`src/sv/ats_pkg.sv`:
```
package ats_pkg;

  localparam int OFFSET_BITS_DEF   = 16;
  localparam int KEYWORD_CHARS_DEF = 7;

  localparam logic [3:0] KIND_IDENT   = 4'd0;
  localparam logic [3:0] KIND_OPCODE  = 4'd1;
  localparam logic [3:0] KIND_SECTION = 4'd2;
  localparam logic [3:0] KIND_NUMBER  = 4'd3;
  localparam logic [3:0] KIND_HEX     = 4'd4;
  localparam logic [3:0] KIND_LPAREN  = 4'd5;
  localparam logic [3:0] KIND_RPAREN  = 4'd6;
  localparam logic [3:0] KIND_LBRACK  = 4'd7;
  localparam logic [3:0] KIND_RBRACK  = 4'd8;
  localparam logic [3:0] KIND_LBRACE  = 4'd9;
  localparam logic [3:0] KIND_RBRACE  = 4'd10;
  localparam logic [3:0] KIND_COLON   = 4'd11;
  localparam logic [3:0] KIND_SEMI    = 4'd12;
  localparam logic [3:0] KIND_UNDER   = 4'd13;

  localparam int         NUM_MNEMONICS = 10;
  localparam logic [55:0] SECTION_WORD = "SECTION";

  typedef struct packed {
    logic [3:0]  token_kind;
    logic [3:0]  opcode_number;
    logic [15:0] token_start;
    logic [15:0] token_length;
    logic        last_of_run;
  } token_t;

  function automatic logic [23:0] mnemonic(input logic [3:0] idx);
    logic [23:0] m;
    case (idx)
      4'd0:    m = "LR0";
      4'd1:    m = "LR1";
      4'd2:    m = "LR2";
      4'd3:    m = "LR3";
      4'd4:    m = "LB0";
      4'd5:    m = "LB1";
      4'd6:    m = "LB2";
      4'd7:    m = "LB3";
      4'd8:    m = "LDW";
      4'd9:    m = "HLT";
      default: m = '0;
    endcase
    return m;
  endfunction

endpackage

```
`src/sv/ats_if.sv`:
```
interface ats_in_if;
  logic       valid;
  logic       ready;
  logic [7:0] source_byte;
  logic       end_of_source;

  modport source (output valid, output source_byte, output end_of_source, input ready);
  modport sink   (input valid, input source_byte, input end_of_source, output ready);
endinterface

interface ats_out_if;
  logic        valid;
  logic        ready;
  logic [3:0]  token_kind;
  logic [3:0]  opcode_number;
  logic [15:0] token_start;
  logic [15:0] token_length;
  logic        last_of_run;

  modport source (output valid, output token_kind, output opcode_number,
                  output token_start, output token_length, output last_of_run,
                  input ready);
  modport sink   (input valid, input token_kind, input opcode_number,
                  input token_start, input token_length, input last_of_run,
                  output ready);
endinterface

```
`src/sv/assembler_token_scanner.sv`:
```
// Assembler token scanner.
// in_stream carries one source byte per transfer with an end-of-source flag;
// out_stream carries tokens as kind, opcode number, start offset and length,
// with last_of_run set on the final token caused by a byte.
// Each accepted byte is classified in the cycle it arrives and its tokens
// (none, one or two) are written to a four-entry output queue; a token is
// offered on out_stream once the tokens queued ahead of it are transferred.
// Throughput is one byte per cycle unless ready is low, set by the combinational
// classify and keyword match; in_stream.ready is high while the queue has room
// for two tokens, so a byte that yields two tokens drains through the queue.
// When the receiver stalls, the queue fills and ready drops once three
// tokens are held; queued tokens hold until transferred.
// End of source flushes the pending token and returns the offset to zero.
// Offsets and lengths saturate at 65535 on output.
// Reset empties the queue, clears the offset and leaves the scanner idle.
module assembler_token_scanner #(
  parameter int OFFSET_BITS   = ats_pkg::OFFSET_BITS_DEF,
  parameter int KEYWORD_CHARS = ats_pkg::KEYWORD_CHARS_DEF
) (
  input  logic             clk,
  input  logic             rst_n,
  ats_in_if.sink           in_stream,
  ats_out_if.source        out_stream
);
  import ats_pkg::*;

  localparam int IDX_W   = $clog2(KEYWORD_CHARS);
  localparam int Q_DEPTH = 4;
  localparam int Q_IDX_W = $clog2(Q_DEPTH);
  localparam int Q_CNT_W = $clog2(Q_DEPTH + 1);
  localparam logic [OFFSET_BITS-1:0] OFFS_MAX = '1;

  typedef enum logic [1:0] {MODE_IDLE, MODE_WORD, MODE_NUM} mode_t;
  typedef logic [KEYWORD_CHARS-1:0][7:0] prefix_t;

  mode_t                  mode_r, mode_nxt, mode1;
  logic [OFFSET_BITS-1:0] offset_r, offset_nxt;
  logic [OFFSET_BITS-1:0] start_r, start_nxt, start1;
  logic [OFFSET_BITS-1:0] len_r, len_nxt, len1;
  prefix_t                prefix_r, prefix_nxt, prefix1;
  logic                   hex_r, hex_nxt, hex1;

  token_t                 q_r [Q_DEPTH];
  logic [Q_IDX_W-1:0]     head_r, head_nxt;
  logic [Q_CNT_W-1:0]     count_r, count_nxt;

  logic [7:0]             c;
  logic                   eos, is_letter, is_digit, is_alnum, is_space;
  logic                   punct_hit, restart, f1v, pv, f2v, accept, pop;
  logic [3:0]             p_kind;
  token_t                 f1, pt, f2, w0, w1;
  logic [1:0]             push_n;
  logic [Q_IDX_W-1:0]     wa0, wa1;

  function automatic logic [15:0] sat16(input logic [OFFSET_BITS-1:0] v);
    logic [OFFSET_BITS+15:0] wide;
    wide = {16'b0, v};
    return (wide[OFFSET_BITS+15:16] != '0) ? 16'hFFFF : wide[15:0];
  endfunction

  function automatic token_t make_token(input mode_t m, input logic [OFFSET_BITS-1:0] s,
                                        input logic [OFFSET_BITS-1:0] l, input prefix_t p,
                                        input logic h);
    token_t      r;
    logic [23:0] mn;
    logic        hit;
    logic        sec_ok;
    r.token_kind    = KIND_IDENT;
    r.opcode_number = 4'd0;
    r.token_start   = sat16(s);
    r.token_length  = sat16(l);
    r.last_of_run   = 1'b0;
    hit             = 1'b0;
    sec_ok          = (l == OFFSET_BITS'(7));
    if (m == MODE_NUM) begin
      r.token_kind = h ? KIND_HEX : KIND_NUMBER;
    end else begin
      for (int i = 0; i < NUM_MNEMONICS; i++) begin
        mn = mnemonic(4'(i));
        if (!hit && l == OFFSET_BITS'(3) && p[0] == mn[23:16] && p[1] == mn[15:8]
            && p[2] == mn[7:0]) begin
          hit             = 1'b1;
          r.token_kind    = KIND_OPCODE;
          r.opcode_number = 4'(i);
        end
      end
      for (int j = 0; j < 7; j++) begin
        sec_ok = sec_ok && (p[j] == SECTION_WORD[55-8*j -: 8]);
      end
      if (!hit && sec_ok) begin
        r.token_kind = KIND_SECTION;
      end
    end
    return r;
  endfunction

  assign c         = in_stream.source_byte;
  assign eos       = in_stream.end_of_source;
  assign is_letter = (c inside {["A":"Z"], ["a":"z"]});
  assign is_digit  = (c inside {["0":"9"]});
  assign is_alnum  = is_letter || is_digit;
  assign is_space  = (c == " ") || (c inside {[8'd9:8'd13]});

  always_comb begin
    punct_hit = 1'b1;
    case (c)
      "(":     p_kind = KIND_LPAREN;
      ")":     p_kind = KIND_RPAREN;
      "[":     p_kind = KIND_LBRACK;
      "]":     p_kind = KIND_RBRACK;
      "{":     p_kind = KIND_LBRACE;
      "}":     p_kind = KIND_RBRACE;
      ":":     p_kind = KIND_COLON;
      ";":     p_kind = KIND_SEMI;
      "_":     p_kind = KIND_UNDER;
      default: begin
        p_kind    = KIND_IDENT;
        punct_hit = 1'b0;
      end
    endcase
  end

  always_comb begin
    mode1   = mode_r;
    start1  = start_r;
    len1    = len_r;
    prefix1 = prefix_r;
    hex1    = hex_r;
    restart = !(mode_r != MODE_IDLE && is_alnum);
    f1v     = restart && (mode_r != MODE_IDLE);
    pv      = restart && punct_hit && !is_space;
    if (restart) begin
      mode1 = MODE_IDLE;
      len1  = '0;
      hex1  = 1'b0;
      if (is_alnum) begin
        mode1  = is_letter ? MODE_WORD : MODE_NUM;
        start1 = offset_r;
      end
    end
    if (is_alnum) begin
      if (len1 < OFFSET_BITS'(KEYWORD_CHARS)) begin
        prefix1[len1[IDX_W-1:0]] = c;
      end
      if (mode1 == MODE_NUM && len1 == OFFSET_BITS'(1) && (c == "x" || c == "X")) begin
        hex1 = 1'b1;
      end
      if (len1 != OFFS_MAX) begin
        len1 = len1 + OFFSET_BITS'(1);
      end
    end
    f2v = eos && (mode1 != MODE_IDLE);

    f1 = make_token(mode_r, start_r, len_r, prefix_r, hex_r);
    f2 = make_token(mode1, start1, len1, prefix1, hex1);
    pt.token_kind    = p_kind;
    pt.opcode_number = 4'd0;
    pt.token_start   = sat16(offset_r);
    pt.token_length  = 16'd1;
    pt.last_of_run   = 1'b0;

    w1 = pv ? pt : f2;
    w0 = f1v ? f1 : w1;
    push_n = 2'(f1v) + 2'(pv || f2v);
    if (push_n == 2'd2) begin
      w1.last_of_run = 1'b1;
    end else begin
      w0.last_of_run = 1'b1;
    end

    mode_nxt   = mode1;
    start_nxt  = start1;
    len_nxt    = len1;
    prefix_nxt = prefix1;
    hex_nxt    = hex1;
    offset_nxt = (offset_r == OFFS_MAX) ? offset_r : offset_r + OFFSET_BITS'(1);
    if (eos) begin
      mode_nxt   = MODE_IDLE;
      len_nxt    = '0;
      hex_nxt    = 1'b0;
      offset_nxt = '0;
    end
  end

  assign in_stream.ready = (count_r <= Q_CNT_W'(Q_DEPTH - 2));
  assign accept          = in_stream.valid && in_stream.ready;
  assign out_stream.valid = (count_r != '0);
  assign pop             = out_stream.valid && out_stream.ready;
  assign wa0             = Q_IDX_W'(head_r + count_r[Q_IDX_W-1:0]);
  assign wa1             = Q_IDX_W'(wa0 + Q_IDX_W'(1));

  always_comb begin
    head_nxt  = pop ? Q_IDX_W'(head_r + Q_IDX_W'(1)) : head_r;
    count_nxt = count_r + (accept ? Q_CNT_W'(push_n) : '0) - Q_CNT_W'(pop);
  end

  always_ff @(posedge clk) begin
    if (!rst_n) begin
      mode_r   <= MODE_IDLE;
      offset_r <= '0;
      start_r  <= '0;
      len_r    <= '0;
      hex_r    <= 1'b0;
      head_r   <= '0;
      count_r  <= '0;
    end else begin
      if (accept) begin
        mode_r   <= mode_nxt;
        offset_r <= offset_nxt;
        start_r  <= start_nxt;
        len_r    <= len_nxt;
        hex_r    <= hex_nxt;
      end
      head_r  <= head_nxt;
      count_r <= count_nxt;
    end
  end

  always_ff @(posedge clk) begin
    if (accept) begin
      prefix_r <= prefix_nxt;
      if (push_n != 2'd0) begin
        q_r[wa0] <= w0;
      end
      if (push_n == 2'd2) begin
        q_r[wa1] <= w1;
      end
    end
  end

  assign out_stream.token_kind    = q_r[head_r].token_kind;
  assign out_stream.opcode_number = q_r[head_r].opcode_number;
  assign out_stream.token_start   = q_r[head_r].token_start;
  assign out_stream.token_length  = q_r[head_r].token_length;
  assign out_stream.last_of_run   = q_r[head_r].last_of_run;

endmodule
```
`src/flat_wrapper.sv`:
```
// flat-port wrapper written by rule: the top's interface ports become plain ports
module assembler_token_scanner_flat import ats_pkg::*;
#(
  parameter int OFFSET_BITS   = ats_pkg::OFFSET_BITS_DEF,
  parameter int KEYWORD_CHARS = ats_pkg::KEYWORD_CHARS_DEF
)
  (clk, rst_n, in_stream_valid, in_stream_source_byte, in_stream_end_of_source, in_stream_ready, out_stream_valid, out_stream_token_kind, out_stream_opcode_number, out_stream_token_start, out_stream_token_length, out_stream_last_of_run, out_stream_ready);
  ats_in_if in_stream_i ();
  ats_out_if out_stream_i ();
  input  logic clk;
  input  logic rst_n;
  input wire logic [$bits(in_stream_i.valid)-1:0] in_stream_valid;
  input wire logic [$bits(in_stream_i.source_byte)-1:0] in_stream_source_byte;
  input wire logic [$bits(in_stream_i.end_of_source)-1:0] in_stream_end_of_source;
  output wire logic [$bits(in_stream_i.ready)-1:0] in_stream_ready;
  output wire logic [$bits(out_stream_i.valid)-1:0] out_stream_valid;
  output wire logic [$bits(out_stream_i.token_kind)-1:0] out_stream_token_kind;
  output wire logic [$bits(out_stream_i.opcode_number)-1:0] out_stream_opcode_number;
  output wire logic [$bits(out_stream_i.token_start)-1:0] out_stream_token_start;
  output wire logic [$bits(out_stream_i.token_length)-1:0] out_stream_token_length;
  output wire logic [$bits(out_stream_i.last_of_run)-1:0] out_stream_last_of_run;
  input wire logic [$bits(out_stream_i.ready)-1:0] out_stream_ready;
  assign in_stream_i.valid = in_stream_valid;
  assign in_stream_i.source_byte = in_stream_source_byte;
  assign in_stream_i.end_of_source = in_stream_end_of_source;
  assign in_stream_ready = in_stream_i.ready;
  assign out_stream_valid = out_stream_i.valid;
  assign out_stream_token_kind = out_stream_i.token_kind;
  assign out_stream_opcode_number = out_stream_i.opcode_number;
  assign out_stream_token_start = out_stream_i.token_start;
  assign out_stream_token_length = out_stream_i.token_length;
  assign out_stream_last_of_run = out_stream_i.last_of_run;
  assign out_stream_i.ready = out_stream_ready;
  assembler_token_scanner #(.OFFSET_BITS(OFFSET_BITS), .KEYWORD_CHARS(KEYWORD_CHARS)) u_core (.clk(clk), .rst_n(rst_n), .in_stream(in_stream_i), .out_stream(out_stream_i));
endmodule
```
`config.mk`:
```
export PLATFORM = sky130hd
export DESIGN_NAME = assembler_token_scanner_flat
export DESIGN_NICKNAME = d
export VERILOG_FILES = /design/src/sv/ats_pkg.sv /design/src/sv/ats_if.sv /design/src/sv/assembler_token_scanner.sv /design/src/flat_wrapper.sv
export SDC_FILE = /design/constraint.sdc
export NUM_CORES = 1
export LEC_CHECK = 0
export BUFFER_PORTS_ARGS = -buffer_cell sky130_fd_sc_hd__buf_2
export CAP_MARGIN = 20
export CORE_MARGIN = 2
export CORE_UTILIZATION = 60
export CTS_BUF_LIST = sky130_fd_sc_hd__clkbuf_4 sky130_fd_sc_hd__clkbuf_8
export DETAILED_ROUTE_END_ITERATION = 6
export GPL_ROUTABILITY_DRIVEN = 0
export HOLD_SLACK_MARGIN = 0.1
export PLACE_DENSITY = 0.9
export SLEW_MARGIN = 25
export SYNTH_ARGS = -nofsm -noshare
export SYNTH_HDL_FRONTEND = slang
export SYNTH_SLANG_ARGS = --single-unit
export TNS_END_PERCENT = 20
```
`constraint.sdc`:
```
create_clock -name clk -period 6.36 [get_ports clk]
set_clock_uncertainty 0.05 [all_clocks]
set_input_delay 0 -clock clk [delete_from_list [all_inputs] [get_ports clk]]
set_output_delay 0 -clock clk [all_outputs]
set_load 0.01 [all_outputs]
```
* Yosys cells after proc, flatten, opt, wreduce, memory -nomap -nowiden
Memory sizes are Yosys's and may differ from the RTL's. A register that Yosys moved wholly into a read port is not among the register bits.
Index checks and enable logic that the tools add are counted.
Widths: inputs -> output; s select.
** Cells by class
- Add/subtract/negate cells :: 8
- $lt $le $gt $ge :: 12
- Equal/unequal tests :: 97
- Multiplexer cells :: 124
- Reduce and logical (&&, ||, !) cells :: 141
** Operator list (number)
- $eq 8x8->1 :: 60
- $mux 24 :: 20
- $eq 8x7->1 const B :: 21
- $mux 16 :: 8
- $mux 56 :: 2
- $logic_and 1x1->1 :: 108
- $mux 5 :: 20
- $mux 41 :: 2
- $bwmux 56 :: 1
- $mux 1 :: 53
- $eq 8x6->1 const B :: 5
- $pmux 4 s9 :: 1
- $add 16x1->16 const B :: 2
- $eq 16x2->1 const B :: 2
- $eq 16x3->1 const B :: 2
- $demux 8 s3 :: 1
- $mux 4 :: 6
- $logic_not 1->1 :: 22
- $eq 16x1->1 const B :: 1
- $eq 16x16->1 const B :: 1
- $ge 8x7->1 const B :: 2
- $le 8x7->1 const B :: 2
- $lt 16x3->1 const B :: 1
- $ne 16x16->1 const B :: 1
- 22 further kinds :: 38
** Word-level totals
- Flip-flop bits (word level) :: 112
- Bits in writable memories :: 164
- Input port bits :: 13
- Output and inout port bits :: 43
- Logic and storage cells :: 397
- Memories kept :: 1
** Memories
- u_core.q_r :: depth 4, width 41, rd ports 1, clocked after Yosys merged registers in 1, wr ports 2, line assembler_token_scanner.sv:43 : token_t q_r [Q_DEPTH];

* Longest topological paths before layout
Gate-level depths: netlist of the first run.
- Depth after elaboration :: 89
- Mapped depth :: 17
- Mapped depth without buffers :: 13

* Worst setup path after synthesis of the first run
Ideal clock, no wire load.
- Kind :: register to register
- Start point :: reg u_core.count_r[0]
- End point :: mem u_core.q_r[1][0] (netlist bit) (enable)
- Library setup time :: 0.439 ns
- Arrival :: 4.775 ns
- Required time :: 5.871 ns
- Path slack :: 1.095 ns
- Stages on the path, launching flop included :: 7
- Path buffers :: 1
- Clock period less this slack :: 5.265 ns
- Path through :: dfxtp_1 > a21oi_1 > nand2_1 > inv_1 > clkbuf_1 > o211ai_1 > nor2_1
** RTL lines
- start, declared :: line assembler_token_scanner.sv:45 : logic [Q_CNT_W-1:0] count_r, count_nxt;
- start signal, assigned :: line assembler_token_scanner.sv:215 : count_r <= count_nxt;
- end, declared :: line assembler_token_scanner.sv:43

==> impl_metrics.env, run 1 <==
export IMPL_outcome="complete, but fails checks"
export IMPL_violations="design-rule violations"
export IMPL_area_growth_pct=12.3
export IMPL_drc_errors=1
export IMPL_ys_types=71
export IMPL_syn_area_um2=14400
export IMPL_drtPass1Iterations=7
export IMPL_vias=10753
export IMPL_clk_pin_slew_ns=0.06
export IMPL_die_x_um=159
export IMPL_cp_arrival_ns=5.67
export IMPL_overflow=0
export IMPL_layout_drive_gt1_share_pct=24.8
export IMPL_avgRoutedWirePerCell_um=21.7
export IMPL_portBuffers=55
export IMPL_grt_met3_usage_pct=5.28
export IMPL_cts_tree="done"
export IMPL_antenna_found_initial=0
export IMPL_grt_pass1_wl_mm=56.7
export IMPL_worstHoldPathType="input port to flip-flop"
export IMPL_diodes=0
export IMPL_track_usage_pct=28.0
export IMPL_powerDensity_nw_per_um2=305
export IMPL_cts_resized=0
export IMPL_fillerInstances=1550
export IMPL_register_area_um2=7770
export IMPL_worst_pin_slew_ns=0.952
export IMPL_hold_viol=0
export IMPL_synth_top_cell_area_share_pct=46.0
export IMPL_avgSynthCellArea_um2=11.7
export IMPL_critical_path_class="input port to flip-flop"
export IMPL_wl_mm=35.7
export IMPL_clkSinkCount=278
export IMPL_ys_async_sr_fraction_pct=0
export IMPL_use_met1_pct=36.0
export IMPL_initial_utilization_pct=61.2
export IMPL_htree_levels=2
export IMPL_core_area_um2=23500
export IMPL_num_io_pins=56
export IMPL_max_freq_mhz=188
export IMPL_die_area_um2=25200
export IMPL_drt_iter0_drc=1448
export IMPL_dpl_cell_area_um2=14900
export IMPL_yosys_top_cells_count="edfxtp_1, nand2_1, mux2_2"
export IMPL_crit_path_max_fanout=19
export IMPL_final_nets=1315
export IMPL_fin_crit_sh_pct=83.8
export IMPL_row_count=56
export IMPL_ant_nets=0
export IMPL_ys_warn_count=0
export IMPL_cts_buffers=46
export IMPL_hold_slack_ns=0.434
export IMPL_drt_vias_per_instance=6.52
export IMPL_dp_hpwl_mm=22.5
export IMPL_grt_max_degree=68
export IMPL_top_usage_layer="met2"
export IMPL_synth_fp_nets=1256
export IMPL_setup_violations=0
export IMPL_insertion_delay_ns=0.59
export IMPL_clk_path_buf_depth=3
export IMPL_cap_violations=0
export IMPL_leakage_nw=5.78
export IMPL_cp_required_ns=6.70
export IMPL_startpoint_type="input port"
export IMPL_final_max_slew_violation_count=0
export IMPL_final_area_um2=16100
export IMPL_dominantRegCellSynth="edfxtp_1"
export IMPL_post_cts_buffers=0
export IMPL_grt_setup_unrepaired="false"
export IMPL_yosys_cell_count_top_type="edfxtp_1"
export IMPL_yosysSeqAreaShare_pct=54.1
export IMPL_fp_dieH_um=159
export IMPL_cts_root_buffer="clkbuf_8"
export IMPL_ir_drop_v=0.000214
export IMPL_syn_inst=1233
export IMPL_yosys_area_top_type="edfxtp_1"
export IMPL_synth_edf_count=220
export IMPL_synthTopCellsByArea="edfxtp_1, mux2_2, dfxtp_1"
export IMPL_fin_crit_ns=5.33
export IMPL_slew_headroom_pct=36.5
export IMPL_fin_tns_setup_ns=0
export IMPL_end_kind="flip-flop"
export IMPL_grt_util_met2_pct=46.7
export IMPL_ys_seq_elements=278
export IMPL_multi_input_area_um2=6200
export IMPL_r2r_slack_ns=1.38
export IMPL_grt_pass1_vias=10529
logic make-up (layout without fill, tap and decap cells):
family / after synthesis / in the layout / share of synthesized area, %
mux: 160 / 160 / 15.6
compound gates: 204 / 204 / 9.54
simple gates: 448 / 448 / 15.5
flops: 278 / 278 / 54.1
xor+xnor: 22 / 22 / 1.34
buf+inv: 111 / 207 / 2.97
fa+ha+maj: 10 / 10 / 0.923
placed cells by master (no fill, tap or decap), types with 12 or more instances in the layout:
cell type,netlist,routed
xor2_1,14,14
buf_2,2,55
dfxtp_1,58,56
nor2_1,70,66
o21ai_0,70,70
nand3_1,22,22
inv_1,28,27
nor2b_1,16,16
a21boi_0,18,18
a31oi_1,13,13
a21o_1,19,19
mux4_2,41,41
clkbuf_4,0,17
edfxtp_1,220,220
nand2_1,180,180
dlygate4sd3_1,0,15
a21oi_1,33,33
and2_1,23,23
mux2_2,104,104
mux2i_1,14,14
nand4_1,16,16
or3_1,12,12
nor3_1,28,28
clkbuf_8,0,52
buf_4,0,20
state kept, by name (all words and copies together), names as in the netlist, named ones only:
signal           cells
u_core.len_r        16
u_core.mode_r        2
u_core.count_r       3
u_core.hex_r         1
u_core.q_r         164
u_core.prefix_r     56
u_core.start_r      16
u_core.offset_r     16
u_core.head_r        2
repair_timing:
item / 4_1_cts / 5_1_grt
hold buffers: 15 / 0
endpoints found under the hold margin: 86 / 0
endpoints found under the setup margin: 0 / 0
path summary, 6_finish.rpt:
path | depth (start not counted) | startpoint | endpoint
max | 16 | in_stream_source_byte[4] | u_core.q_r[1][38]$_DFFE_PP_
min | 5 | out_stream_ready | u_core.head_r[0]$_SDFFE_PN0P_
max reg2reg | 13 | u_core.mode_r[0]$_SDFFE_PN0P_ | u_core.q_r[1][38]$_DFFE_PP_
min reg2reg | 2 | u_core.start_r[11]$_SDFFE_PN0P_ | u_core.start_r[11]$_SDFFE_PN0P_
critical path, stage by stage:
cell,delay [ns]
dlygate4sd3_1,0.52
buf_2,0.34
nor4bb_1,0.39
nand2_1,0.41
a21oi_1,0.87
and2_1,0.27
ha_1,0.23
o2111ai_1,0.26
nor4_1,0.35
buf_4,0.23
nand4_1,0.11
a21oi_1,0.51
and4_1,0.30
and4b_1,0.40
a41oi_1,0.26
mux2i_1,0.20
through the flow:
stage	cells	setup WS, ns	power [mW]	util [%]
global placement	1544	1.70	3.23	63.5
finish	1648	1.03	4.91	68.7
floorplan	1233	1.10	2.93	-
global route	1648	0.709	5.09	68.7
detailed placement	1545	1.30	3.27	63.6
CTS	1645	1.31	4.90	68.4
power by group:
| group | internal, mW | switching, mW | leakage [nW] |
|---|---|---|---|
| sequential | 2.16 | 0.102 | 2.53 |
| clock | 0.903 | 0.739 | 0.516 |
| combinational | 0.417 | 0.588 | 2.73 |
| total | 3.48 | 1.43 | 5.78 |
final cells by class:
class / count / share of cell area, %
flip-flops and latches: 278 / 48.2
well taps: 319 / 2.47
clock buffers: 69 / 5.23
inverters: 28 / 0.652
clock inverters: 16 / 0.830
repair buffers: 94 / 4.17
multi-input cells: 844 / 38.5
routing by layer:
layer | part of all wire, % | vias up
li1 | - | 4747
met3 | 9.8 | 158
met2 | 48 | 707
met1 | 38 | 5141
met4 | 3.7 | 0
met5 | 0 | -
No activity file was read; power rests on OpenSTA's default activity.
==> run 2: changes to the inputs <==
--- a/config.mk
+++ b/config.mk
@@ -8,7 +8,7 @@
 export BUFFER_PORTS_ARGS = -buffer_cell sky130_fd_sc_hd__buf_2
 export CAP_MARGIN = 20
 export CORE_MARGIN = 2
-export CORE_UTILIZATION = 60
+export CORE_UTILIZATION = 58
 export CTS_BUF_LIST = sky130_fd_sc_hd__clkbuf_4 sky130_fd_sc_hd__clkbuf_8
 export DETAILED_ROUTE_END_ITERATION = 6
 export GPL_ROUTABILITY_DRIVEN = 0
==> constraint.sdc (replaced) <==
create_clock -name clk -period 4.6 [get_ports clk]
set_clock_uncertainty 0.05 [all_clocks]
set_input_delay 0 -clock clk [delete_from_list [all_inputs] [get_ports clk]]
set_output_delay 0 -clock clk [all_outputs]
set_load 0.01 [all_outputs]
==> run 2 against run 1 <==
  * The flow still finishes with violations (design-rule violations)
  * Final cell count grew 0.67%
  * Combinational power grew 32%
  * Via count grew 1.1%
  * Global-route usage grew 0.56 points
  * First-iteration DRC count shrank 3.9%
  * Hold slack lost 0.23 ns
  * Critical path type unchanged
  * Highest routed layer unchanged
==> impl_metrics.env, run 2 (same netlist as run 1, synthesis figures left out) <==
export IMPL_grt_max_degree=59
export IMPL_fillerInstances=1659
export IMPL_fp_dieH_um=161
export IMPL_initial_utilization_pct=59.1
export IMPL_max_stage_delay_ns=0.62
export IMPL_grt_setup_unrepaired="false"
export IMPL_utilization_pct=66.4
export IMPL_insertion_delay_ns=0.58
export IMPL_ir_drop_v=0.000287
export IMPL_cts_buffers=45
export IMPL_vias=10874
export IMPL_die_x_um=161
export IMPL_r2r_end="u_core.q_r[0][38]$_DFFE_PP_"
export IMPL_setup_violations=0
export IMPL_critPathBufInv=3
export IMPL_row_count=57
export IMPL_fin_crit_ns=4.38
export IMPL_cts_tree="done"
export IMPL_htree_levels=2
export IMPL_wl_mm=36.6
export IMPL_num_io_pins=56
export IMPL_fin_crit_sh_pct=95.3
export IMPL_drc_errors=2
export IMPL_final_nets=1324
export IMPL_clk_path_buf_depth=3
export IMPL_hold_viol=0
export IMPL_crit_path_max_fanout=15
export IMPL_grt_pass1_wl_mm=58.8
export IMPL_drt_vias_per_instance=6.55
export IMPL_core_area_um2=24300
export IMPL_violations="design-rule violations"
export IMPL_portBuffers=55
export IMPL_drt_iter0_drc=1391
export IMPL_cp_required_ns=4.84
export IMPL_cp_arrival_ns=4.62
export IMPL_most_common_layout_cells="edfxtp_1, nand2_1, mux2_2, o21ai_0, nor2_1"
export IMPL_slowest_stage="or4_1"
export IMPL_die_area_um2=26000
export IMPL_ant_nets=0
export IMPL_multi_input_area_um2=6230
export IMPL_reg2reg_depth=8
export IMPL_hold_path_startpoint="in_stream_source_byte[7]"
export IMPL_post_cts_buffers=0
export IMPL_max_freq_mhz=228
export IMPL_clkSinkCount=278
export IMPL_avgRoutedWirePerCell_um=22.0
export IMPL_dp_hpwl_mm=23.1
export IMPL_r2r_start="u_core.len_r[4]$_SDFFE_PN0P_"
export IMPL_diodes=0
export IMPL_final_common_cell="edfxtp_1"
export IMPL_dp_cells=1565
export IMPL_startpoint_type="input port"
export IMPL_critPathTopFamily="simple AND/OR/NAND/NOR gates"
export IMPL_layout_drive_gt1_share_pct=25.2
export IMPL_holdPathEnd="u_core.mode_r[1]$_SDFFE_PN0P_"
export IMPL_overflow=0
export IMPL_leakage_nw=5.78
export IMPL_cap_violations=0
export IMPL_hold_slack_ns=0.200
export IMPL_register_area_um2=7770
export IMPL_r2r_slack_ns=0.23
export IMPL_hold_depth=7
export IMPL_antenna_found_initial=0
export IMPL_slew_headroom_pct=43.2
export IMPL_powerDensity_nw_per_um2=413
export IMPL_critical_path_class="input port to flip-flop"
export IMPL_end_kind="flip-flop"
export IMPL_fin_cells=1659
export IMPL_cts_root_buffer="clkbuf_8"
export IMPL_clk_pin_slew_ns=0.06
export IMPL_area_growth_pct=12.4
export IMPL_drtPass1Iterations=7
export IMPL_track_usage_pct=28.5
export IMPL_final_max_slew_violation_count=0
export IMPL_outcome="complete, but fails checks"
export IMPL_grt_pass1_vias=10925
export IMPL_top_register="u_core.q_r"
export IMPL_largestRegisters="u_core.q_r: 164 flops, u_core.prefix_r: 56 flops"
export IMPL_worst_pin_slew_ns=0.849
export IMPL_path_cells="dlygate4sd3_1 > buf_2 > nor4bb_2 > nand2_1 > a21oi_1 > buf_4 > and2_1 > ha_1 > o2111ai_1 > or4_1 > o21ai_0 > a21oi_2 > and4_1 > and4b_1 > a41oi_1 > mux2i_1"
export IMPL_worstHoldPathType="input port to flip-flop"
export IMPL_largest_register_ffs=164
export IMPL_pre_cts_slack_ns=0.191
export IMPL_layout_setup_ws_ns=0.217
## run 2: cell count changes in the layout (fill, tap and decap cells not counted), moves of 2 or more
| cell | previous run | this run |
|---|---|---|
| dlygate4sd3_1 | 15 | 13 |
| clkinv_2 | 6 | 3 |
| buf_12 | 0 | 4 |
| buf_4 | 20 | 32 |
| inv_8 | 1 | 3 |
| clkinvlp_4 | 2 | 0 |
| clkinv_1 | 4 | 8 |
| buf_16 | 3 | 0 |
## run 2: per-layer routing
layer	track usage [%]	part of all wire [%]	vias to the layer above	wire [um]
li1	-	-	4770	-
met1	37.1	37	5230	13700
met2	47.2	49	732	17900
met3	5.42	10	142	3650
met4	12.2	3.7	0	1360
met5	0	0	-	0
## run 2: how the worst max path moves through the flow
| stage | startpoint | end | slack (ns) | cells past startpoint |
|---|---|---|---|---|
| after global routing | in_stream_source_byte[6] | u_core.q_r[0][38]$_DFFE_PP_ | 0.005 | 16 |
| after global placement | in_stream_source_byte[6] | u_core.q_r[1][38]$_DFFE_PP_ | 0.52 | 15 |
| after detailed placement | in_stream_source_byte[6] | u_core.q_r[0][38]$_DFFE_PP_ | 0.19 | 15 |
| after floorplan | in_stream_source_byte[0] | u_core.q_r[2][0]$_DFFE_PP_ | -0.02 | 11 |
| final | in_stream_source_byte[6] | u_core.q_r[3][38]$_DFFE_PP_ | 0.22 | 16 |
| after CTS | in_stream_source_byte[6] | u_core.q_r[0][38]$_DFFE_PP_ | 0.17 | 16 |
## run 2: through the flow
stage / area [um2] / power (mW) / TNS [ns]
finish: 16100 / 6.66 / 0
global route: 16100 / 6.91 / 0
CTS: 16100 / 6.67 / 0
detailed placement: 15100 / 4.55 / 0
global placement: 15100 / 4.49 / 0
floorplan: 14400 / 4.05 / -1.37
## run 2: worst reg2reg max path: stages (launching register included)
cell,delay [ns]
dfxtp_1,0.42
or4_1,0.61
or4_1,0.64
a2111oi_0,0.71
nand2_1,0.53
mux2i_1,0.25
nor4b_1,0.51
a41oi_1,0.29
mux2i_1,0.21
## run 2: area by class of cell
type / instances / share of cell area [%]
Clock buffer: 67 / 5.09
Multi-Input combinational cell: 844 / 38.6
Sequential cell: 278 / 48.2
Clock inverter: 14 / 0.488
Timing Repair Buffer: 104 / 4.50
Inverter: 28 / 0.651
Tap cell: 324 / 2.51
## run 2: power by group
group | total (mW) | internal, mW | switching, mW
Sequential | 3.20 | 2.99 | 0.204
Clock | 2.14 | 1.15 | 0.992
Combinational | 1.32 | 0.572 | 0.749
## run 2: timing repair
action,4_1_cts,5_1_grt
resized for setup,0,3
hold endpoints to repair,84,0
hold buffers,13,0
endpoints found under the setup margin,0,23
==> run 3: changes to the inputs <==
--- a/config.mk
+++ b/config.mk
@@ -13,6 +13,7 @@
 export DETAILED_ROUTE_END_ITERATION = 6
 export GPL_ROUTABILITY_DRIVEN = 0
 export HOLD_SLACK_MARGIN = 0.1
+export MAX_ROUTING_LAYER = met4
 export PLACE_DENSITY = 0.9
 export SLEW_MARGIN = 25
 export SYNTH_ARGS = -nofsm -noshare
==> run 3 against run 2 <==
  * The run now ends clean
  * Wire length down 0.33%
  * Register-to-register slack got worse by 0.02 ns
  * Core utilization unchanged
  * Final area is the same
  * Highest routed layer unchanged
==> impl_metrics.env, run 3 (same netlist as run 1, synthesis figures left out) <==
export IMPL_die_area_um2=26000
export IMPL_wl_mm=36.5
export IMPL_core_area_um2=24300
export IMPL_dp_cells=1565
export IMPL_fin_tns_setup_ns=0
export IMPL_slew_headroom_pct=43.5
export IMPL_num_io_pins=56
export IMPL_cts_buffers=45
export IMPL_pre_cts_slack_ns=0.191
export IMPL_powerDensity_nw_per_um2=413
export IMPL_clkSinkCount=278
export IMPL_post_cts_buffers=0
export IMPL_top_register="u_core.q_r"
export IMPL_drtPass1Iterations=7
export IMPL_cts_root_buffer="clkbuf_8"
export IMPL_clk_path_buf_depth=3
export IMPL_grt_setup_unrepaired="false"
export IMPL_hold_viol=0
export IMPL_utilization_pct=66.4
export IMPL_fin_crit_ns=4.42
export IMPL_portBuffers=55
export IMPL_diodes=0
export IMPL_fin_crit_sh_pct=96.0
export IMPL_drc_errors=0
export IMPL_leakage_nw=5.78
export IMPL_overflow=0
export IMPL_worst_pin_slew_ns=0.846
export IMPL_path_cells="dlygate4sd3_1 > buf_2 > or4_1 > o221ai_2 > a21oi_1 > buf_4 > and2_1 > ha_1 > a2111oi_0 > nand2_1 > mux2i_1 > nor4b_1 > a41oi_1 > mux2i_1"
export IMPL_fillerInstances=1659
export IMPL_drt_iter0_drc=1507
export IMPL_crit_path_max_fanout=20
export IMPL_avgRoutedWirePerCell_um=22.0
export IMPL_htree_levels=2
export IMPL_ir_drop_v=0.000287
export IMPL_row_count=57
export IMPL_final_nets=1324
export IMPL_critPathTopFamily="simple AND/OR/NAND/NOR gates"
export IMPL_dp_hpwl_mm=23.1
export IMPL_outcome="completed"
export IMPL_critPathMostFrequentCell="mux2i_1"
export IMPL_most_common_layout_cells="edfxtp_1, nand2_1, mux2_2, o21ai_0, nor2_1"
export IMPL_fp_dieH_um=161
export IMPL_cp_arrival_ns=4.77
export IMPL_fin_cells=1659
export IMPL_antenna_found_initial=0
export IMPL_power_mw=6.67
export IMPL_final_max_slew_violation_count=0
export IMPL_die_x_um=161
export IMPL_clk_pin_slew_ns=0.06
export IMPL_layout_drive_gt1_share_pct=25.2
export IMPL_insertion_delay_ns=0.58
export IMPL_vias=10906
export IMPL_startpoint_type="input port"
export IMPL_register_area_um2=7770
export IMPL_grt_pass1_vias=10946
export IMPL_slowest_stage="a2111oi_0"
export IMPL_max_freq_mhz=226
export IMPL_cts_tree="done"
export IMPL_grt_pass1_wl_mm=58.8
export IMPL_cp_required_ns=4.95
export IMPL_initial_utilization_pct=59.1
export IMPL_critPathBufInv=3
export IMPL_cap_violations=0
export IMPL_final_common_cell="edfxtp_1"
export IMPL_critical_path_class="input port to flip-flop"
export IMPL_grt_max_degree=59
export IMPL_ant_nets=0
export IMPL_multi_input_area_um2=6230
export IMPL_end_kind="flip-flop"
export IMPL_worstHoldPathType="input port to flip-flop"
export IMPL_layout_setup_ws_ns=0.182
export IMPL_largestRegisters="u_core.q_r: 164 flops, u_core.prefix_r: 56 flops"
export IMPL_drt_vias_per_instance=6.57
export IMPL_area_growth_pct=12.4
export IMPL_max_stage_delay_ns=0.59
export IMPL_largest_register_ffs=164
export IMPL_track_usage_pct=29.4
export IMPL_setup_violations=0
-- run 3: cell counts in the layout (fill, tap and decap cells not counted) --
Identical to the previous run, type by type.
-- run 3: final timing paths --
| path | from | end | slack [ns] | depth (start not counted) |
|---|---|---|---|---|
| min | in_stream_source_byte[7] | u_core.mode_r[1]$_SDFFE_PN0P_ | 0.19 | 7 |
| max reg2reg | u_core.len_r[4]$_SDFFE_PN0P_ | u_core.q_r[0][38]$_DFFE_PP_ | 0.21 | 8 |
| min reg2reg | u_core.start_r[14]$_SDFFE_PN0P_ | u_core.start_r[14]$_SDFFE_PN0P_ | 0.47 | 2 |
| max | in_stream_source_byte[1] | u_core.q_r[0][38]$_DFFE_PP_ | 0.18 | 14 |
-- run 3: layout make-up --
type / instances / area share, %
repair buffers: 104 / 4.50
flip-flops and latches: 278 / 48.2
clock buffers: 67 / 5.09
multi-input cells: 844 / 38.6
clock inverters: 14 / 0.488
inverters: 28 / 0.651
well taps: 324 / 2.51
-- run 3: stage by stage --
step / hold slack [ns] / area (um2)
global placement: 0.359 / 15100
global route: 0.204 / 16100
finish: 0.190 / 16100
CTS: 0.167 / 16100
detailed placement: 0.368 / 15100
floorplan: 0.104 / 14400
-- run 3: power by group --
part / total [mW] / internal (mW) / switching (mW)
Sequential: 3.20 / 2.99 / 0.204
Combinational: 1.32 / 0.572 / 0.750
Clock: 2.15 / 1.15 / 0.995
Total: 6.67 / 4.72 / 1.95
-- run 3: routing by layer --
metal	vias to the layer above	GRT usage, %	part of all wire, %
met5	-	-	0
met2	755	47.4	49
li1	4771	-	-
met4	0	11.9	3.9
met1	5215	37.0	37
met3	165	5.39	10
-- run 3: timing repair --
action | in CTS | in global routing
hold buffers | 13 | 0
resized for setup | 0 | 3
endpoints found under the setup margin | 0 | 24
hold endpoints to repair | 84 | 0
-- run 3: tightest hold or removal path, delay by kind of cell --
| family | cells | cell delay [ns] |
|---|---|---|
| AND/OR/NAND/NOR | 4 | 0.29 |
| AO/OA/AOI/OAI | 1 | 0.11 |
| buffers and inverters | 2 | 0.34 |
